===== config.mk =====
export PLATFORM = sky130hd
export DESIGN_NAME = round_robin_thread_scheduler
export DESIGN_NICKNAME = d
export VERILOG_FILES = /design/src/hw/rtl/rrts_pkg.sv /design/src/hw/rtl/rrts_ctrl.sv /design/src/hw/rtl/rrts_dp.sv /design/src/hw/rtl/round_robin_thread_scheduler.sv
export SDC_FILE = /design/constraint.sdc
export NUM_CORES = 1
export LEC_CHECK = 0
export BUFFER_PORTS_ARGS = -buffer_cell sky130_fd_sc_hd__buf_2
export CAP_MARGIN = 25
export CELL_PAD_IN_SITES_DETAIL_PLACEMENT = 0
export CELL_PAD_IN_SITES_GLOBAL_PLACEMENT = 1
export CORE_UTILIZATION = 44
export DETAILED_ROUTE_END_ITERATION = 10
export PLACE_DENSITY = 0.75
export SLEW_MARGIN = 20
export SYNTH_ARGS = -nofsm -noshare
export SYNTH_HDL_FRONTEND = slang
export SYNTH_SLANG_ARGS = --single-unit

===== constraint.sdc =====
create_clock -name clk_i -period 3.55 [get_ports clk_i]
set_input_delay 0.5325 -clock clk_i [delete_from_list [all_inputs] [get_ports clk_i]]
set_output_delay 0.5325 -clock clk_i [all_outputs]
set_load 0.02 [all_outputs]

===== src/hw/rtl/rrts_pkg.sv =====
// Shared types, request codes and sizes of the round-robin thread scheduler.
`default_nettype none

package rrts_pkg;

  localparam int NumThreadsDef = 6;
  localparam int NumSemsDef    = 8;
  localparam int TickWrapDef   = 100;

  localparam int ReqW       = 3;
  localparam int SemIdxW    = 3;
  localparam int SemW       = 16;
  localparam int SleepW     = 16;
  localparam int PeriodW    = 7;
  localparam int ThreadOutW = 3;
  localparam int ApbDataW   = 32;
  localparam int ApbAddrW   = 3;

  localparam logic [ReqW-1:0] REQ_TICK   = 3'd0;
  localparam logic [ReqW-1:0] REQ_SLICE  = 3'd1;
  localparam logic [ReqW-1:0] REQ_SLEEP  = 3'd2;
  localparam logic [ReqW-1:0] REQ_WAIT   = 3'd3;
  localparam logic [ReqW-1:0] REQ_SIGNAL = 3'd4;
  localparam logic [ReqW-1:0] REQ_INIT   = 3'd5;

  localparam logic REG_EVENT0 = 1'b0;
  localparam logic REG_EVENT1 = 1'b1;

  localparam logic signed [SemW-1:0] SemMin = 16'sh8000;
  localparam logic signed [SemW-1:0] SemMax = 16'sh7fff;

  // Commands from the controller to the datapath.
  typedef struct packed {
    logic load;
    logic exec;
    logic div_step;
    logic srch_step;
  } cmd_t;

  // Status from the datapath to the controller.
  typedef struct packed {
    logic is_tick;
    logic need_srch;
    logic step_last;
    logic srch_hit;
  } sts_t;

endpackage

`default_nettype wire


===== src/hw/rtl/rrts_ctrl.sv =====
// Controller state machine of the thread scheduler.
`default_nettype none

module rrts_ctrl (
  input  wire                  clk_i,
  input  wire                  rst_ni,
  input  wire                  start_i,
  input  wire rrts_pkg::sts_t  sts_i,
  output rrts_pkg::cmd_t       cmd_o,
  output logic                 busy_o,
  output logic                 done_o
);

  localparam logic [2:0] ST_IDLE = 3'd0;
  localparam logic [2:0] ST_EXEC = 3'd1;
  localparam logic [2:0] ST_DIV  = 3'd2;
  localparam logic [2:0] ST_SRCH = 3'd3;
  localparam logic [2:0] ST_DONE = 3'd4;

  logic [2:0] state_q, state_d;

  always_comb begin
    state_d = state_q;
    cmd_o   = '0;
    unique case (state_q)
      ST_IDLE: begin
        if (start_i) begin
          cmd_o.load = 1'b1;
          state_d    = ST_EXEC;
        end
      end
      ST_EXEC: begin
        cmd_o.exec = 1'b1;
        if (sts_i.is_tick) begin
          state_d = ST_DIV;
        end else if (sts_i.need_srch) begin
          state_d = ST_SRCH;
        end else begin
          state_d = ST_DONE;
        end
      end
      ST_DIV: begin
        cmd_o.div_step = 1'b1;
        if (sts_i.step_last) begin
          state_d = ST_DONE;
        end
      end
      ST_SRCH: begin
        cmd_o.srch_step = 1'b1;
        if (sts_i.srch_hit || sts_i.step_last) begin
          state_d = ST_DONE;
        end
      end
      ST_DONE: begin
        state_d = ST_IDLE;
      end
      default: begin
        state_d = ST_IDLE;
      end
    endcase
  end

  always_ff @(posedge clk_i or negedge rst_ni) begin
    if (!rst_ni) begin
      state_q <= ST_IDLE;
    end else begin
      state_q <= state_d;
    end
  end

  assign busy_o = (state_q != ST_IDLE);
  assign done_o = (state_q == ST_DONE);

  a_done_then_idle: assert property (@(posedge clk_i) disable iff (!rst_ni)
    state_q == ST_DONE |=> state_q == ST_IDLE)
    else $error("result strobe lasted more than one cycle");

  a_start_execs: assert property (@(posedge clk_i) disable iff (!rst_ni)
    state_q == ST_IDLE && start_i |=> state_q == ST_EXEC)
    else $error("accepted item did not start execution");

  a_short_path: assert property (@(posedge clk_i) disable iff (!rst_ni)
    state_q == ST_EXEC && !sts_i.is_tick && !sts_i.need_srch |=> state_q == ST_DONE)
    else $error("request without search did not finish");

endmodule

`default_nettype wire


===== src/hw/rtl/rrts_dp.sv =====
// Datapath of the thread scheduler: thread state, semaphores, tick divider, search.
`default_nettype none

module rrts_dp #(
  parameter int NUM_THREADS = rrts_pkg::NumThreadsDef,
  parameter int NUM_SEMS    = rrts_pkg::NumSemsDef,
  parameter int TICK_WRAP   = rrts_pkg::TickWrapDef
) (
  input  wire                                    clk_i,
  input  wire                                    rst_ni,
  input  wire rrts_pkg::cmd_t                    cmd_i,
  output rrts_pkg::sts_t                         sts_o,
  input  wire [rrts_pkg::ReqW-1:0]               req_type_i,
  input  wire [rrts_pkg::SemIdxW-1:0]            sem_index_i,
  input  wire signed [rrts_pkg::SemW-1:0]        init_value_i,
  input  wire [rrts_pkg::SleepW-1:0]             sleep_ms_i,
  input  wire [rrts_pkg::PeriodW-1:0]            event0_period_i,
  input  wire [rrts_pkg::PeriodW-1:0]            event1_period_i,
  output logic [rrts_pkg::ThreadOutW-1:0]        running_thread_o,
  output logic                                   fire_event0_o,
  output logic                                   fire_event1_o,
  output logic                                   idle_flag_o,
  output logic                                   no_waiter_flag_o,
  output logic signed [rrts_pkg::SemW-1:0]       sem_count_o
);

  localparam int ThrW    = $clog2(NUM_THREADS);
  localparam int SemAW   = (NUM_SEMS > 1) ? $clog2(NUM_SEMS) : 1;
  localparam int TickW   = $clog2(TICK_WRAP);
  localparam int StepMax = (NUM_THREADS > TickW) ? NUM_THREADS : TickW;
  localparam int StepW   = $clog2(StepMax + 1);
  localparam int PerW    = rrts_pkg::PeriodW;
  localparam int SemW    = rrts_pkg::SemW;

  localparam logic [ThrW-1:0]  LastThr  = ThrW'(NUM_THREADS - 1);
  localparam logic [TickW-1:0] LastTick = TickW'(TICK_WRAP - 1);

  // One restoring-division step on the remainder only.
  function automatic logic [PerW-1:0] rem_step(input logic [PerW-1:0] rem,
                                               input logic            din,
                                               input logic [PerW-1:0] per);
    logic [PerW:0] t;
    logic [PerW:0] s;
    t = {rem, din};
    s = t - {1'b0, per};
    return (t >= {1'b0, per}) ? s[PerW-1:0] : t[PerW-1:0];
  endfunction

  // Latched request.
  logic [rrts_pkg::ReqW-1:0]    req_q;
  logic [rrts_pkg::SemIdxW-1:0] idx_q;
  logic signed [SemW-1:0]       init_q;
  logic [rrts_pkg::SleepW-1:0]  slp_q;

  // Semaphore store with per-entry valid bits; an invalid entry reads as zero.
  logic [SemW-1:0]     sem_mem [NUM_SEMS];
  logic [NUM_SEMS-1:0] sem_vld_q;
  logic [SemW-1:0]     sem_rd_q;
  logic                sem_rd_vld_q;

  // Thread state.
  logic [ThrW-1:0]              cur_q;
  logic [ThrW-1:0]              cand_q;
  logic [NUM_THREADS-1:0]       blocked_q;
  logic [rrts_pkg::SemIdxW-1:0] blocked_on_q [NUM_THREADS];
  logic [rrts_pkg::SleepW-1:0]  sleep_q [NUM_THREADS];
  logic [NUM_THREADS-1:0]       sleeping;

  logic [TickW-1:0] tick_q;
  logic [TickW-1:0] tick_nxt;
  logic [TickW-1:0] shift_q;
  logic [PerW-1:0]  rem0_q, rem1_q, rem0_d, rem1_d;
  logic [StepW-1:0] step_q;

  logic                   fire0_q, fire1_q, idle_q, nowait_q;
  logic signed [SemW-1:0] cnt_q;

  logic                   sem_ok;
  logic [SemAW-1:0]       sem_addr;
  logic signed [SemW-1:0] sem_cur, sem_dec, sem_inc, sem_new;
  logic                   sem_wr, blk, wake_srch, wake_mode;
  logic [ThrW-1:0]        nxt;
  logic                   ready, waiter, srch_hit, step_last;

  always_comb begin
    for (int i = 0; i < NUM_THREADS; i++) begin
      sleeping[i] = (sleep_q[i] != '0);
    end
  end

  assign sem_ok   = (int'(idx_q) < NUM_SEMS);
  assign sem_addr = SemAW'(idx_q);
  assign sem_cur  = sem_rd_vld_q ? sem_rd_q : '0;
  assign sem_dec  = (sem_cur == rrts_pkg::SemMin) ? sem_cur : sem_cur - 16'sd1;
  assign sem_inc  = (sem_cur == rrts_pkg::SemMax) ? sem_cur : sem_cur + 16'sd1;

  always_comb begin
    case (req_q)
      rrts_pkg::REQ_WAIT:   sem_new = sem_dec;
      rrts_pkg::REQ_SIGNAL: sem_new = sem_inc;
      rrts_pkg::REQ_INIT:   sem_new = init_q;
      default:              sem_new = sem_cur;
    endcase
  end

  assign sem_wr = sem_ok && (req_q == rrts_pkg::REQ_WAIT || req_q == rrts_pkg::REQ_SIGNAL ||
                             req_q == rrts_pkg::REQ_INIT);
  assign blk       = (req_q == rrts_pkg::REQ_WAIT) && sem_ok && (sem_dec < 16'sd0);
  assign wake_srch = (req_q == rrts_pkg::REQ_SIGNAL) && sem_ok && (sem_inc <= 16'sd0);
  assign wake_mode = (req_q == rrts_pkg::REQ_SIGNAL);

  assign nxt      = (cand_q == LastThr) ? '0 : cand_q + ThrW'(1);
  assign ready    = !blocked_q[nxt] && !sleeping[nxt];
  assign waiter   = blocked_q[nxt] && (blocked_on_q[nxt] == idx_q);
  assign srch_hit = wake_mode ? waiter : ready;

  assign step_last = (req_q == rrts_pkg::REQ_TICK) ? (step_q == StepW'(TickW - 1))
                                                   : (step_q == StepW'(NUM_THREADS - 1));

  assign tick_nxt = (tick_q == LastTick) ? '0 : tick_q + TickW'(1);
  assign rem0_d   = rem_step(rem0_q, shift_q[TickW-1], event0_period_i);
  assign rem1_d   = rem_step(rem1_q, shift_q[TickW-1], event1_period_i);

  assign sts_o.is_tick   = (req_q == rrts_pkg::REQ_TICK);
  assign sts_o.need_srch = (req_q == rrts_pkg::REQ_SLICE) || (req_q == rrts_pkg::REQ_SLEEP) ||
                           blk || wake_srch;
  assign sts_o.step_last = step_last;
  assign sts_o.srch_hit  = srch_hit;

  // Semaphore store: read at the address of the incoming item, written in execution.
  always_ff @(posedge clk_i) begin
    if (cmd_i.load) begin
      sem_rd_q <= sem_mem[SemAW'(sem_index_i)];
    end
    if (cmd_i.exec && sem_wr) begin
      sem_mem[sem_addr] <= sem_new;
    end
  end

  always_ff @(posedge clk_i or negedge rst_ni) begin
    if (!rst_ni) begin
      tick_q    <= '0;
      cur_q     <= '0;
      cand_q    <= '0;
      step_q    <= '0;
      blocked_q <= '0;
      sem_vld_q <= '0;
      for (int i = 0; i < NUM_THREADS; i++) begin
        blocked_on_q[i] <= '0;
        sleep_q[i]      <= '0;
      end
    end else begin
      if (cmd_i.exec) begin
        cand_q <= cur_q;
        step_q <= '0;
        if (req_q == rrts_pkg::REQ_TICK) begin
          tick_q <= tick_nxt;
        end
        if (blk) begin
          blocked_q[cur_q]    <= 1'b1;
          blocked_on_q[cur_q] <= idx_q;
        end
        if (sem_wr) begin
          sem_vld_q[sem_addr] <= 1'b1;
        end
        for (int i = 0; i < NUM_THREADS; i++) begin
          if (req_q == rrts_pkg::REQ_TICK && sleeping[i]) begin
            sleep_q[i] <= sleep_q[i] - 16'd1;
          end else if (req_q == rrts_pkg::REQ_SLEEP && cur_q == ThrW'(i)) begin
            sleep_q[i] <= slp_q;
          end
        end
      end
      if (cmd_i.div_step) begin
        step_q <= step_q + StepW'(1);
      end
      if (cmd_i.srch_step) begin
        cand_q <= nxt;
        step_q <= step_q + StepW'(1);
        if (srch_hit) begin
          if (wake_mode) begin
            blocked_q[nxt]    <= 1'b0;
            blocked_on_q[nxt] <= '0;
          end else begin
            cur_q <= nxt;
          end
        end
      end
    end
  end

  always_ff @(posedge clk_i) begin
    if (cmd_i.load) begin
      req_q        <= req_type_i;
      idx_q        <= sem_index_i;
      init_q       <= init_value_i;
      slp_q        <= sleep_ms_i;
      sem_rd_vld_q <= sem_vld_q[SemAW'(sem_index_i)];
    end
    if (cmd_i.exec) begin
      cnt_q    <= sem_ok ? sem_new : '0;
      fire0_q  <= 1'b0;
      fire1_q  <= 1'b0;
      idle_q   <= 1'b0;
      nowait_q <= 1'b0;
      shift_q  <= tick_nxt;
      rem0_q   <= '0;
      rem1_q   <= '0;
    end
    if (cmd_i.div_step) begin
      shift_q <= shift_q << 1;
      rem0_q  <= rem0_d;
      rem1_q  <= rem1_d;
      if (step_last) begin
        fire0_q <= (event0_period_i != '0) && (rem0_d == '0);
        fire1_q <= (event1_period_i != '0) && (rem1_d == '0);
      end
    end
    if (cmd_i.srch_step && !srch_hit && step_last) begin
      if (wake_mode) begin
        nowait_q <= 1'b1;
      end else begin
        idle_q <= 1'b1;
      end
    end
  end

  assign running_thread_o = rrts_pkg::ThreadOutW'(cur_q);
  assign fire_event0_o    = fire0_q;
  assign fire_event1_o    = fire1_q;
  assign idle_flag_o      = idle_q;
  assign no_waiter_flag_o = nowait_q;
  assign sem_count_o      = cnt_q;

  a_cur_in_range: assert property (@(posedge clk_i) disable iff (!rst_ni)
    int'(cur_q) < NUM_THREADS)
    else $error("running thread index out of range");

  a_cand_in_range: assert property (@(posedge clk_i) disable iff (!rst_ni)
    int'(cand_q) < NUM_THREADS)
    else $error("search candidate out of range");

  a_wake_clears: assert property (@(posedge clk_i) disable iff (!rst_ni)
    cmd_i.srch_step && srch_hit && wake_mode |=> !blocked_q[$past(nxt)])
    else $error("woken thread still blocked");

endmodule

`default_nettype wire


===== src/hw/rtl/round_robin_thread_scheduler.sv =====
// Top level of the round-robin thread scheduler: register port, controller, datapath.
// An accepted item goes from EXEC to DONE, where its result is strobed on done_o, directly
// with no search, through DIV for a tick (one remainder bit per cycle, TickW =
// clog2(TICK_WRAP)), or through SRCH for a search (one thread a cycle).
// busy_o falls the cycle after done_o, and a new item is taken only while busy_o is low, so
// none starts before the last is through; results cannot be held off, so nothing else stalls.
// Reset clears all thread, semaphore and period state at once; no clearing pass.
`default_nettype none

module round_robin_thread_scheduler #(
  parameter int NUM_THREADS = rrts_pkg::NumThreadsDef,
  parameter int NUM_SEMS    = rrts_pkg::NumSemsDef,
  parameter int TICK_WRAP   = rrts_pkg::TickWrapDef
) (
  input  wire                                clk_i,
  input  wire                                rst_ni,
  input  wire                                psel,
  input  wire                                penable,
  input  wire                                pwrite,
  input  wire [rrts_pkg::ApbAddrW-1:0]       paddr,
  input  wire [rrts_pkg::ApbDataW-1:0]       pwdata,
  output logic [rrts_pkg::ApbDataW-1:0]      prdata,
  output logic                               pready,
  input  wire                                start_i,
  output logic                               busy_o,
  output logic                               done_o,
  input  wire [rrts_pkg::ReqW-1:0]           req_type_i,
  input  wire [rrts_pkg::SemIdxW-1:0]        sem_index_i,
  input  wire signed [rrts_pkg::SemW-1:0]    init_value_i,
  input  wire [rrts_pkg::SleepW-1:0]         sleep_ms_i,
  output logic [rrts_pkg::ThreadOutW-1:0]    running_thread_o,
  output logic                               fire_event0_o,
  output logic                               fire_event1_o,
  output logic                               idle_flag_o,
  output logic                               no_waiter_flag_o,
  output logic signed [rrts_pkg::SemW-1:0]   sem_count_o
);

  logic [rrts_pkg::PeriodW-1:0] per0_q, per1_q;
  logic                         reg_sel;
  logic                         wr_en;
  rrts_pkg::cmd_t               cmd;
  rrts_pkg::sts_t               sts;

  assign reg_sel = paddr[2];
  assign wr_en   = psel && penable && pwrite;
  assign pready  = 1'b1;

  always_ff @(posedge clk_i or negedge rst_ni) begin
    if (!rst_ni) begin
      per0_q <= '0;
      per1_q <= '0;
    end else if (wr_en) begin
      if (reg_sel == rrts_pkg::REG_EVENT0) begin
        per0_q <= pwdata[rrts_pkg::PeriodW-1:0];
      end else begin
        per1_q <= pwdata[rrts_pkg::PeriodW-1:0];
      end
    end
  end

  assign prdata = (reg_sel == rrts_pkg::REG_EVENT1) ? rrts_pkg::ApbDataW'(per1_q)
                                                    : rrts_pkg::ApbDataW'(per0_q);

  rrts_ctrl u_ctrl (
    .clk_i  (clk_i),
    .rst_ni (rst_ni),
    .start_i(start_i),
    .sts_i  (sts),
    .cmd_o  (cmd),
    .busy_o (busy_o),
    .done_o (done_o)
  );

  rrts_dp #(
    .NUM_THREADS(NUM_THREADS),
    .NUM_SEMS   (NUM_SEMS),
    .TICK_WRAP  (TICK_WRAP)
  ) u_dp (
    .clk_i           (clk_i),
    .rst_ni          (rst_ni),
    .cmd_i           (cmd),
    .sts_o           (sts),
    .req_type_i      (req_type_i),
    .sem_index_i     (sem_index_i),
    .init_value_i    (init_value_i),
    .sleep_ms_i      (sleep_ms_i),
    .event0_period_i (per0_q),
    .event1_period_i (per1_q),
    .running_thread_o(running_thread_o),
    .fire_event0_o   (fire_event0_o),
    .fire_event1_o   (fire_event1_o),
    .idle_flag_o     (idle_flag_o),
    .no_waiter_flag_o(no_waiter_flag_o),
    .sem_count_o     (sem_count_o)
  );

endmodule

`default_nettype wire


### Word level (Yosys, flattened, before mapping)

Memory sizes are Yosys's and may differ from the RTL's. A register that Yosys moved wholly into a read port is not among the register bits.
Index checks and enable logic that the tools add are counted.

* add/subtract/negate cells: 13
* eq/ne operators: 24
* muxes and demuxes: 88
* bitwise logic cells: 10
* reductions and logical operators: 72
* order comparisons: 15

Operators by type and width (count)
* $mux 16: 15
* $reduce_bool 16->1: 6
* $sub 16x1->16 const B: 6
* $mux 18: 5
* $mux 7: 9
* $pmux 16 s3: 1
* $mux 3: 15
* $eq 16x16->1 const B: 2
* $mux 6: 5
* $logic_and 1x1->1: 28
* $mux 1: 27
* $eq 3x3->1 const B: 8
* $reduce_and 2->1: 10
* $and 18x18->18: 1
* $bwmux 18: 1
* $demux 3 s3: 2
* $eq 3x2->1 const B: 6
* $not 18->18: 1
* $add 16x2->16 const B: 1
* $ge 8x7->1: 2
* $le 16x1->1 const B: 1
* $lt 16x1->1 const B: 1
* $lt 3x4->1 const B: 4
* $reduce_bool 2->1: 8
* other kinds (29): 57

* flip-flop bits (word level): 241
* memory bits (writable): 128
* output and inout port bits: 58
* logic and storage cells: 258
* memories kept: 1
* input port bits: 79

Memories
* u_dp.sem_mem: depth 8, width 16, rd ports 1, clocked after Yosys merged registers in 1, write ports 1, RTL line rrts_dp.sv:56 `logic [SemW-1:0] sem_mem [NUM_SEMS];`

### Longest topological paths before layout

* word-level depth: 13
* mapped depth: 14
* gate-level depth less buffers: 11

### Hierarchy

From an unflattened synthesis, not the netlist that was laid out.

* cell total of the unflattened synthesis: 1867
* area, all modules: 19884.1 um2

By module, submodules not included
* rrts_dp: area each 18838.1 um2, instances 1, cells an instance 1776, seq. area each 10279.9 um2
* round_robin_thread_scheduler: area each 837.1 um2, instances 1, cells an instance 66, seq. area each 350.3 um2
* rrts_ctrl: area each 209.0 um2, instances 1, cells an instance 25, seq. area each 75.1 um2

### Worst setup path after synthesis

No wires, ideal clock.

* path kind: register to register
* start: register u_ctrl.state_q[2]
* end: register u_dp.idx_q[0] (netlist name), enable pin
* arrival time: 3.284 ns
* path slack: -0.204 ns
* required time: 3.080 ns
* buffers on the path: 0
* stages on the path, launching flop included: 3
* clock period less this slack: 3.754 ns
* setup time: 0.470 ns
* cell sequence: dfrtp_1 or3_1 nor2_1

RTL lines
* start, declared: RTL line rrts_ctrl.sv:20 `logic [2:0] state_q, state_d;`
* start signal, assigned: RTL line rrts_ctrl.sv:67 `state_q <= state_d;`
* end signal, assigned: RTL line rrts_dp.sv:195 `idx_q <= sem_index_i;`
* end, declared: RTL line rrts_dp.sv:51 `logic [rrts_pkg::SemIdxW-1:0] idx_q;`

### Worst setup path in the final report

* start: register u_dp.sem_rd_vld_q
* end: register u_dp.cnt_q[1], in the netlist u_dp.sem_count_o[1], data pin

* word-level cells in the longest chain between the ends: 4
* elaborated cells between the ends (all ways): 8
* classes of those cells: add/sub (2); eq/ne (2); mux (4)

Ends and longest elaborated chain
* start, declared: RTL line rrts_dp.sv:59 `logic sem_rd_vld_q;`
* start signal, assigned: RTL line rrts_dp.sv:198 `sem_rd_vld_q <= sem_vld_q[SemAW'(sem_index_i)];`
* $mux 16 (*): RTL line rrts_dp.sv:93 `assign sem_cur = sem_rd_vld_q ? sem_rd_q : '0;`
* $add 16x2->16 (tied with other cells): RTL line rrts_dp.sv:95 `assign sem_inc = (sem_cur == rrts_pkg::SemMax) ? sem_cur : sem_cur + 16'sd1;`
* $mux 16 (on tied branches): RTL line rrts_dp.sv:95, rrts_dp.sv:94
* $pmux 16 s3 (*): RTL line rrts_dp.sv:98 `case (req_q)`
* net u_dp.sem_new[1]: RTL line rrts_dp.sv:80 `logic signed [SemW-1:0] sem_cur, sem_dec, sem_inc, sem_new;`
* end signal, assigned: RTL line rrts_dp.sv:201 `cnt_q <= sem_ok ? sem_new : '0;`
* end, declared: RTL line rrts_dp.sv:76 `logic signed [SemW-1:0] cnt_q;`

Mark *: on every way through the listed nets, which the timed path passes. The rest lies on a longest branch.
A chain may end at the register's enable or synchronous reset.

==> flow_summary.json <==
{
  "status": "complete, no violations",
  "die-area_um2": 45400,
  "layout_common_cells": "edfxtp_1, nor2_1, o21ai_0",
  "cp_cell_sequence": "nand2_1, inv_1, ha_1, nand3_1, nor4_1, nand2_1, buf_4, and2_1, xor2_1, and3_1, a211oi_1, a221oi_2, buf_4",
  "cts.sink_count": 385,
  "die_h_um": 213,
  "final_nets": 2047,
  "timing.final.ws_setup_ps": 321,
  "ant_nets": 0,
  "synth_edf_count": 219,
  "leakagePower_nw": 8.57,
  "hpwl_mm": 34.0,
  "synth-seq-cells": 385,
  "cp_slowest_cell": "edfxtp_1",
  "crit_type": "reg -> reg",
  "p_comb_share_pct": 33.5,
  "cts_tree": "built",
  "multi_input_area_um2": 8210,
  "vias": 14869,
  "timing.final.crit_share_pct": 91.0,
  "ctsHoldBuffers": 0,
  "synth_area_um2": 19600,
  "cp_data_arrival_time_ps": 3540,
  "cp-start-kind": "flop",
  "drive_gt1_share_pct": 16.7,
  "end_kind": "flop",
  "grt_pass1_wl_mm": 79.6,
  "dpl_worst_slack_ps": 289,
  "layout_commonest_cell": "edfxtp_1",
  "yosysWarnings": 0,
  "grt_pass1_vias": 14307,
  "clk_latency_ps": 560,
  "rsz0062_at_grt": "no",
  "slew_headroom_pct": 36.2,
  "initial_utilization_pct": 45.0,
  "hp-class": "in -> async",
  "final_util_pct": 51.0,
  "drt-initial-drc-count": 1343,
  "ctsRootBufferMaster": "clkbuf_16",
  "seq_area_um2": 10700,
  "synth.avg_cell_area_um2": 10.7,
  "num_rows": 76,
  "synthCells": 1836,
  "slew_viol_final": 0,
  "pin_count": 137,
  "timing.hold.ws_ps": 49.0,
  "fp.coreArea_um2": 43600,
  "wl_per_cell_um": 20.0,
  "grt_antenna_before_repair": 0,
  "h-tree-depth": 2,
  "fillers": 3950,
  "worst_slew_pin_slew_ps": 958,
  "die_w_um": 213,
  "setup_viol": 0,
  "finalClockSkew_ps": 18.7,
  "ys_types": 89,
  "clkTransAtPathRegs_ps": 60,
  "hold_viol": 0,
  "synth-main-ff-cell": "edfxtp_1",
  "async_flop_share_pct": 41.8,
  "vias_per_cell": 5.82,
  "power.density_nw_per_um2": 784,
  "overflow": 0,
  "p_int_w": 0.0109,
  "rr_worst_depth": 13,
  "numCtsBuffers": 42,
  "clockPowerShare_pct": 24.1,
  "p_switching_w": 0.00655,
  "seq_area_frac_synth_pct": 54.6,
  "diodes": 0,
  "cts_buffer_depth": 3,
  "seqPwrFrac_pct": 42.3,
  "crit_path_max_incr_delay_ps": 400,
  "port_buffers": 83,
  "ir_worst_vdd_uv": 613,
  "worstPathRequired_ps": 3860,
  "cp_max_fo": 9,
  "fmax_mhz": 310,
  "wl_mm": 50.9,
  "drv_cap": 0,
  "place_congestion": 0.851,
  "min_period_ps": 3230,
  "dr.pass1.iters": 5,
  "switching_share_pct": 37.6,
  "fin_tns_setup_ps": 0,
  "drc": 0,
  "grt_usage_pct": 22.6,
  "grt_max_degree": 86,
  "syn2layout_area_growth_pct": 13.3
}
==> per-stage QoR <==
stage	cells	instance area [um^2]	total power (W)
2_1_floorplan	1860	19700	0.0112
3_3_place_gp	2481	20900	0.0131
3_5_place_dp	2481	20900	0.0132
4_1_cts	2551	22200	0.0175
5_1_grt	2553	22200	0.0185
6_report	2553	22200	0.0174
==> synth_stat cells (all sizes together), types with 29 or more instances <==
| cell type | count | area [um^2] |
|---|---|---|
| mux4 | 34 | 766 |
| mux2 | 38 | 428 |
| nand3 | 48 | 240 |
| clkbuf | 79 | 298 |
| nor4 | 29 | 200 |
| nor3 | 66 | 335 |
| inv | 71 | 267 |
| nand2 | 115 | 432 |
| nor2 | 189 | 724 |
| dfrtp | 161 | 4030 |
| buf | 41 | 269 |
| o21ai | 191 | 956 |
| a21oi | 147 | 736 |
| edfxtp | 219 | 6580 |
==> path summary, 6_finish.rpt <==
path	start	to	slack, ps
max	u_dp.sem_rd_vld_q$_DFFE_PP_	u_dp.sem_count_o[1]$_DFFE_PP_	320
min	rst_ni	u_dp.sleep_q[22]$_DFFE_PN0P_	50
max reg2reg	u_dp.sem_rd_vld_q$_DFFE_PP_	u_dp.sem_count_o[1]$_DFFE_PP_	320
min reg2reg	u_dp.sem_vld_q[7]$_DFFE_PN0P_	u_dp.sem_vld_q[7]$_DFFE_PN0P_	470
max in group asynchronous	rst_ni	u_dp.sleep_q[56]$_DFFE_PN0P_	2610
min in group clk_i	init_value_i[8]	u_dp.init_q[8]$_DFFE_PP_	150
==> layer usage <==
metal / global-route usage, % / vias up / wire (um)
li1: - / 7019 / -
met1: 31.4 / 7396 / 23000
met2: 36.6 / 370 / 24100
met3: 3.25 / 84 / 2480
met4: 7.29 / 0 / 1350
met5: 0 / - / 0
==> power groups by stage <==
stage	registers, W	logic (W)	clock network (W)
after global routing	0.00753	0.00653	0.00446
after CTS	0.00736	0.00583	0.00429
after global placement	0.00739	0.00566	0
final	0.00738	0.00584	0.00421
after detailed placement	0.00742	0.00581	0
after floorplan	0.00705	0.00420	0
==> cell families (layout without fill, tap and decap cells) <==
group,after synthesis,in the layout,share of synthesized area [%]
and+or+nand+nor,607,607,15.5
AOI/OAI and AO/OA,503,503,15.4
DFF,385,385,54.6
buffers and inverters,191,299,4.25
muxes,98,98,7.41
adders and majority gates,26,26,1.73
xor gates and xnor gates,24,24,1.07
other,2,26,0.0383
==> timing repair <==
action / in CTS / in global routing
endpoints found under the hold margin: 0 / 0
setup buffers: 0 / 0
resized for setup: 0 / 1
setup endpoints to repair: 0 / 9
==> critical path: cells and delay by family (launching register included) <==
kind	cells	cell delay, ps
compound gates	2	320
buf+inv	3	550
fa+ha+maj	1	270
xor+xnor	1	170
simple gates	6	1260
flops	1	400
==> state kept, by name (all words and copies together), names as in the netlist, 8 cells and up <==
name / cells
u_dp.init_q: 16
u_dp.blocked_on_q: 18
u_dp.sleep_q: 96
u_dp.sem_rd_q: 16
u_dp.sem_mem: 128
u_dp.sem_vld_q: 8
u_dp.sem_count_o: 16
u_dp.slp_q: 16
==> area by class of cell <==
cell class / count / share of cell area [%]
Multi-Input combinational cell: 1284 / 36.9
Sequential cell: 385 / 48.2
Clock inverter: 14 / 0.771
Inverter: 71 / 1.20
Tap cell: 585 / 3.29
Timing Repair Buffer: 158 / 4.59
Clock buffer: 56 / 5.06
Note: power is estimated with default switching activity, not from simulation.
